### src/rtl/core/spm_pkg.sv
// shared constants, codes and controller/datapath types for the sparse paged memory
package spm_pkg;

    localparam int MAX_PAGES_DEF  = 16;
    localparam int PAGE_WORDS_DEF = 1024;

    localparam int ADDR_W     = 32;
    localparam int DATA_W     = 32;
    localparam int WORD_IDX_W = 30;
    localparam int LIMIT_W    = 5;
    localparam int STATUS_W   = 2;
    localparam int PADDR_W    = 2;
    localparam int PDATA_W    = 32;

    localparam logic [1:0] ALIGN_MASK = 2'd3;

    localparam logic [LIMIT_W-1:0] PAGE_LIMIT_RST = 5'd16;
    localparam logic [PADDR_W-1:0] REG_PAGE_LIMIT = 2'd0;

    localparam logic [STATUS_W-1:0] STATUS_DONE     = 2'd0;
    localparam logic [STATUS_W-1:0] STATUS_BAD_ADDR = 2'd1;
    localparam logic [STATUS_W-1:0] STATUS_LIMIT    = 2'd2;

    typedef enum logic [2:0] {
        ST_CLEAR,
        ST_IDLE,
        ST_SPLIT,
        ST_LOOKUP,
        ST_ADDR,
        ST_DISPATCH,
        ST_READ,
        ST_RESP
    } state_t;

    typedef enum logic [1:0] {
        RES_DONE,
        RES_BAD_ADDR,
        RES_LIMIT,
        RES_READ
    } res_sel_t;

    typedef struct packed {
        logic     accept;
        logic     clear_step;
        logic     div_step;
        logic     lookup;
        logic     addr_calc;
        logic     mem_read;
        logic     mem_write;
        logic     alloc;
        logic     load_out;
        res_sel_t res_sel;
    } dp_cmd_t;

    typedef struct packed {
        logic clear_last;
        logic bad_addr;
        logic div_done;
        logic is_write;
        logic hit;
        logic room;
        logic out_free;
    } dp_stat_t;

endpackage

### src/rtl/core/spm_ctrl.sv
// controller state machine sequencing one word request at a time
module spm_ctrl (
    input  logic              clk,
    input  logic              rst_n,
    input  logic              in_valid,
    output logic              in_stall,
    output spm_pkg::dp_cmd_t  cmd,
    input  spm_pkg::dp_stat_t stat
);

    import spm_pkg::*;

    state_t   state_reg;
    state_t   state_next;
    res_sel_t res_sel_reg;
    res_sel_t res_sel_next;

    always_ff @(posedge clk or negedge rst_n)
    begin
        if (!rst_n)
        begin
            state_reg   <= ST_CLEAR;
            res_sel_reg <= RES_DONE;
        end
        else
        begin
            state_reg   <= state_next;
            res_sel_reg <= res_sel_next;
        end
    end

    // next state
    always_comb
    begin
        state_next   = state_reg;
        res_sel_next = res_sel_reg;
        case (state_reg)
            ST_CLEAR:
            begin
                if (stat.clear_last)
                begin
                    state_next = ST_IDLE;
                end
            end
            ST_IDLE:
            begin
                if (in_valid)
                begin
                    state_next = ST_SPLIT;
                end
            end
            ST_SPLIT:
            begin
                if (stat.bad_addr)
                begin
                    res_sel_next = RES_BAD_ADDR;
                    state_next   = ST_RESP;
                end
                else if (stat.div_done)
                begin
                    state_next = ST_LOOKUP;
                end
            end
            ST_LOOKUP:
            begin
                state_next = ST_ADDR;
            end
            ST_ADDR:
            begin
                state_next = ST_DISPATCH;
            end
            ST_DISPATCH:
            begin
                if (!stat.is_write)
                begin
                    if (stat.hit)
                    begin
                        res_sel_next = RES_READ;
                        state_next   = ST_READ;
                    end
                    else
                    begin
                        res_sel_next = RES_DONE;
                        state_next   = ST_RESP;
                    end
                end
                else if (stat.hit || stat.room)
                begin
                    res_sel_next = RES_DONE;
                    state_next   = ST_RESP;
                end
                else
                begin
                    res_sel_next = RES_LIMIT;
                    state_next   = ST_RESP;
                end
            end
            ST_READ:
            begin
                state_next = ST_RESP;
            end
            ST_RESP:
            begin
                if (stat.out_free)
                begin
                    state_next = ST_IDLE;
                end
            end
            default:
            begin
                state_next = ST_IDLE;
            end
        endcase
    end

    // outputs
    always_comb
    begin
        cmd      = '0;
        in_stall = 1'b1;
        case (state_reg)
            ST_CLEAR:
            begin
                cmd.clear_step = 1'b1;
            end
            ST_IDLE:
            begin
                in_stall   = 1'b0;
                cmd.accept = in_valid;
            end
            ST_SPLIT:
            begin
                cmd.div_step = 1'b1;
            end
            ST_LOOKUP:
            begin
                cmd.lookup = 1'b1;
            end
            ST_ADDR:
            begin
                cmd.addr_calc = 1'b1;
            end
            ST_DISPATCH:
            begin
                // a write to a new page claims slot pages_used
                cmd.mem_write = stat.is_write && (stat.hit || stat.room);
                cmd.alloc     = stat.is_write && !stat.hit && stat.room;
            end
            ST_READ:
            begin
                cmd.mem_read = 1'b1;
            end
            ST_RESP:
            begin
                cmd.load_out = stat.out_free;
                cmd.res_sel  = res_sel_reg;
            end
            default:
            begin
                cmd = '0;
            end
        endcase
    end

endmodule

### config.mk
export PLATFORM = sky130hd
export DESIGN_NAME = spm_ctrl
export DESIGN_NICKNAME = d
export VERILOG_FILES = /design/src/rtl/core/spm_pkg.sv /design/src/rtl/core/spm_ctrl.sv
export SDC_FILE = /design/constraint.sdc
export NUM_CORES = 1
export LEC_CHECK = 0
export BUFFER_PORTS_ARGS = -buffer_cell sky130_fd_sc_hd__buf_2
export CAP_MARGIN = 20
export CORE_AREA = 4 4 41 43
export CTS_BUF_LIST = sky130_fd_sc_hd__clkbuf_8
export CTS_CLUSTER_DIAMETER = 30
export CTS_CLUSTER_SIZE = 14
export DETAILED_ROUTE_END_ITERATION = 10
export DIE_AREA = 0 0 45 47
export SYNTH_ARGS = -nofsm -noshare
export SYNTH_HDL_FRONTEND = slang
export SYNTH_SLANG_ARGS = --single-unit
### constraint.sdc
create_clock -name clk -period 2.49 [get_ports clk]
set_clock_uncertainty 0.05 [all_clocks]
set_input_delay 0.3735 -clock clk [delete_from_list [all_inputs] [get_ports clk]]
set_output_delay 0.3735 -clock clk [all_outputs]
set_load 0.01 [all_outputs]
* Word-level counts from Yosys, hierarchy flattened
Cells that the tools add are included.
** Operators by class
- Equal/unequal tests :: 12
- Multiplexer cells :: 22
- Reductions and logical operators :: 9
** Operators with widths (count)
- $pmux 3 s8 :: 1
- $mux 3 :: 7
- $eq 3x3->1 const B :: 4
- $mux 2 :: 5
- $mux 1 :: 8
- $ne 2x2->1 const B :: 4
- $eq 3x2->1 const B :: 2
- $pmux 2 s2 :: 1
- $reduce_and 4->1 :: 1
- $eq 3x1->1 const B :: 1
- $logic_and 1x1->1 :: 3
- $logic_not 3->1 :: 1
- $ne 3x3->1 const B :: 1
- $reduce_and 2->1 :: 1
- $reduce_bool 2->1 :: 1
- $logic_not 1->1 :: 1
- $logic_or 1x1->1 :: 1
** Storage, ports and cells
- Register bits :: 5
- Word-level logic and storage cells :: 45

* Longest topological paths before layout
- Word-level depth :: 4
- Depth in mapped cells :: 4
- Gate-level depth less buffers :: 3

* Worst setup path after synthesis
OpenSTA, ideal clock, no wires.
- Kind :: register to output
- Start point :: reg state_reg[1]
- End point :: out cmd[3] in the netlist's numbering
- Arrival time :: 1139 ps
- Data required time :: 2067 ps
- Slack :: 927 ps
- Stages on the path, launching flop included :: 5
- Cells stage by stage :: dfrtp_1 buf_4 inv_1 nand4_1 nor3b_1
** RTL lines
- from (decl) :: line spm_ctrl.sv:13 : state_t state_reg;
- from (signal assigned) :: line spm_ctrl.sv:27 : state_reg <= state_next;
- to (decl) :: line spm_ctrl.sv:7 : output spm_pkg::dp_cmd_t cmd,

==> reports/qor.yml <==
sta:
  hold_viol: 0
  timing.fmax_ghz: 0.538
  holdWs_ps: 427
  fin_crit_sh_pct: 74.6
  finalSetupViolations: 0
  timing.slew.headroom_pct: 69.7
  fin_tns_setup_ps: 0
  worst_pin_slew_ps: 454
  finalCriticalPeriod_ps: 1860
  finalWorstSetupSlack_ps: 633
  slew_violations: 0
  rsz0062_at_grt: "false"
pwr:
  total_power_mw: 0.631
  power.leakage_nw: 0.285
  powerDensity_mw_per_mm2: 1150
  ir_drop_mv: 0.684
synth:
  ys_seq_area_share_pct: 31.7
  synthesis.instances: 49
  synth_edf_count: 0
  yosys.area.top_type: "dfrtp_1"
  synth-seq-cells: 5
  yosysTopAreaCellShare_pct: 31.7
  yosysWarnings: 0
  synth_area_per_cell_um2: 8.04
  synth_common_cells: "nor2_1 (7), dfrtp_1 (5), a21oi_1 (4)"
  yosys-top-cells-area: "dfrtp_1 (32%), nor2_1 (6.7%), a21oi_1 (5.1%)"
  synth_cell_types: 26
  synth_nets: 59
  synthMostInstantiatedCell: "nor2_1"
  async_flop_share_pct: 100
  syn-cell-area_um2: 394
  synthFlopType: "dfrtp_1"
critical_path:
  crit_chain: "inv_1 > nand4_1 > nor3b_1 > buf_2"
  rrSetupSlack_ps: 1050
  slowest_delay_ps: 520
  crit_path_max_fanout: 15
  path_class: "reg2out"
  worstPathRequired_ps: 2070
  cp-startpoint: "state_reg[1]"
  r2r_cells: 3
  critPathArrivalTime_ps: 1430
  endpoint_kind: "output port"
  r2r-start: "state_reg[0]"
  crit_path_end: "cmd[3]"
  startpoint_type: "register"
  r2r_end: "state_reg[0]"
  crit_slowest_cell: "dfrtp_1"
placement:
  port_buffers: 21
  gp_congestion: 0.757
  pre_cts_slack_ps: 864
  place_inst: 82
  placed_cell_area_um2: 494
final_layout:
  fin_nets: 83
  fillers: 151
  multi_input_area_um2: 234
  largest_reg_flops: 3
  final_cell_count_no_fill: 87
  area_growth_pct: 39.4
  seqCellArea_um2: 125
  drive_gt1_share_pct: 34.7
  fin_util_pct: 42.2
  fin_area_um2: 549
  diodes: 0
floorplanning:
  die-width_um: 45
  num_rows: 13
  start_util_pct: 30.3
  pin_count: 22
  core-area_mm2: 0.00130
  fp.dieArea_mm2: 0.00212
  fp.dieH_um: 47
grt:
  gr-total-overflow: 0
  first_global_vias: 407
  grtUsageTotal_pct: 11.0
  grt_max_degree: 18
  antenna_found_initial: 0
  grt_first_pass_wirelength_um: 1700
clocking:
  post-cts-setup-buffer-count: 0
  clk-insertion-delay-late_ps: 220
  clkTransAtPathRegs_ps: 30
  cts.path.max_buffers: 2
  clock_sinks: 5
  cts_root_buf: "clkbuf_8"
  cts_resized: 0
  h-tree-depth: 1
  cts_tree: "yes"
  cts_buffers: 3
detailed_routing:
  dr.first_iter.drc_count: 8
  wl_um: 985
  drt_pass1_iterations: 4
  ant_nets: 0
  remaining_drc_errors: 0
  post_drt_via_cell_ratio: 5.02
  vias: 437
  routedWlPerCell_um: 11.3
run:
  maxCapViolations: 0
hold_path:
  hold_class: "in2reg"
outcome:
  status: "finished clean"
==> area by class of cell <==
cell class	instances	area share, %
Multi-Input combinational cell	38	42.6
Clock buffer	3	7.52
Inverter	3	2.05
Clock inverter	1	0.683
Tap cell	15	3.42
Sequential cell	5	22.8
Timing Repair Buffer	22	21.0
==> critical path, delay by kind of cell (launching register included) <==
kind / cells / cell delay (ps)
buf+inv: 2 / 350
flops: 1 / 520
simple gates: 2 / 350
==> what timing repair did <==
item | 4_1_cts | 5_1_grt
hold buffers | 1 | 0
endpoints found under the setup margin | 0 | 0
hold endpoints to repair | 5 | 0
==> logic make-up (layout without fill, tap and decap cells) <==
| family | count (synthesis) | in the layout | share of synthesized area [%] |
|---|---|---|---|
| simple gates | 24 | 24 | 35.2 |
| compound gates | 14 | 14 | 24.1 |
| buf+inv | 6 | 29 | 8.89 |
| flops | 5 | 5 | 31.7 |
==> cell usage in the layout, fill, tap and decap left out, drive strengths merged, types with 2 or more instances in the layout <==
cell type,count
nor3,2
nand3b,2
o21ai,3
inv,4
nor2,7
a21oi,4
dfrtp,5
buf,21
and2,3
and3,2
nand2b,2
o221ai,2
clkbuf,3
==> power by group <==
part           leakage (nW)  total [mW]  switching [mW]  internal (mW)
Sequential           0.0559       0.203          0.0831          0.120
Combinational         0.203       0.287           0.143          0.144
Clock                0.0269       0.142          0.0363          0.105
Total                 0.285       0.631           0.262          0.369
==> worst min-delay path by stage <==
stage | cells past startpoint | to | start | slack [ps]
after floorplan | 0 | res_sel_reg[0] | rst_n | 30
after global placement | 1 | state_reg[2] | rst_n | 140
after detailed placement | 1 | state_reg[2] | rst_n | 140
after CTS | 3 | state_reg[2] | stat[0] | 420
after global routing | 3 | state_reg[2] | stat[0] | 440
final | 3 | state_reg[2] | stat[0] | 430
==> per-layer routing <==
layer	vias up	share of wire, %	track usage (%)
li1	220	-	-
met4	0	0	1.75
met2	22	40	15.5
met3	0	9.8	4.98
met5	-	0	0
met1	195	50	15.4
Note: power is estimated with default switching activity, not from simulation.
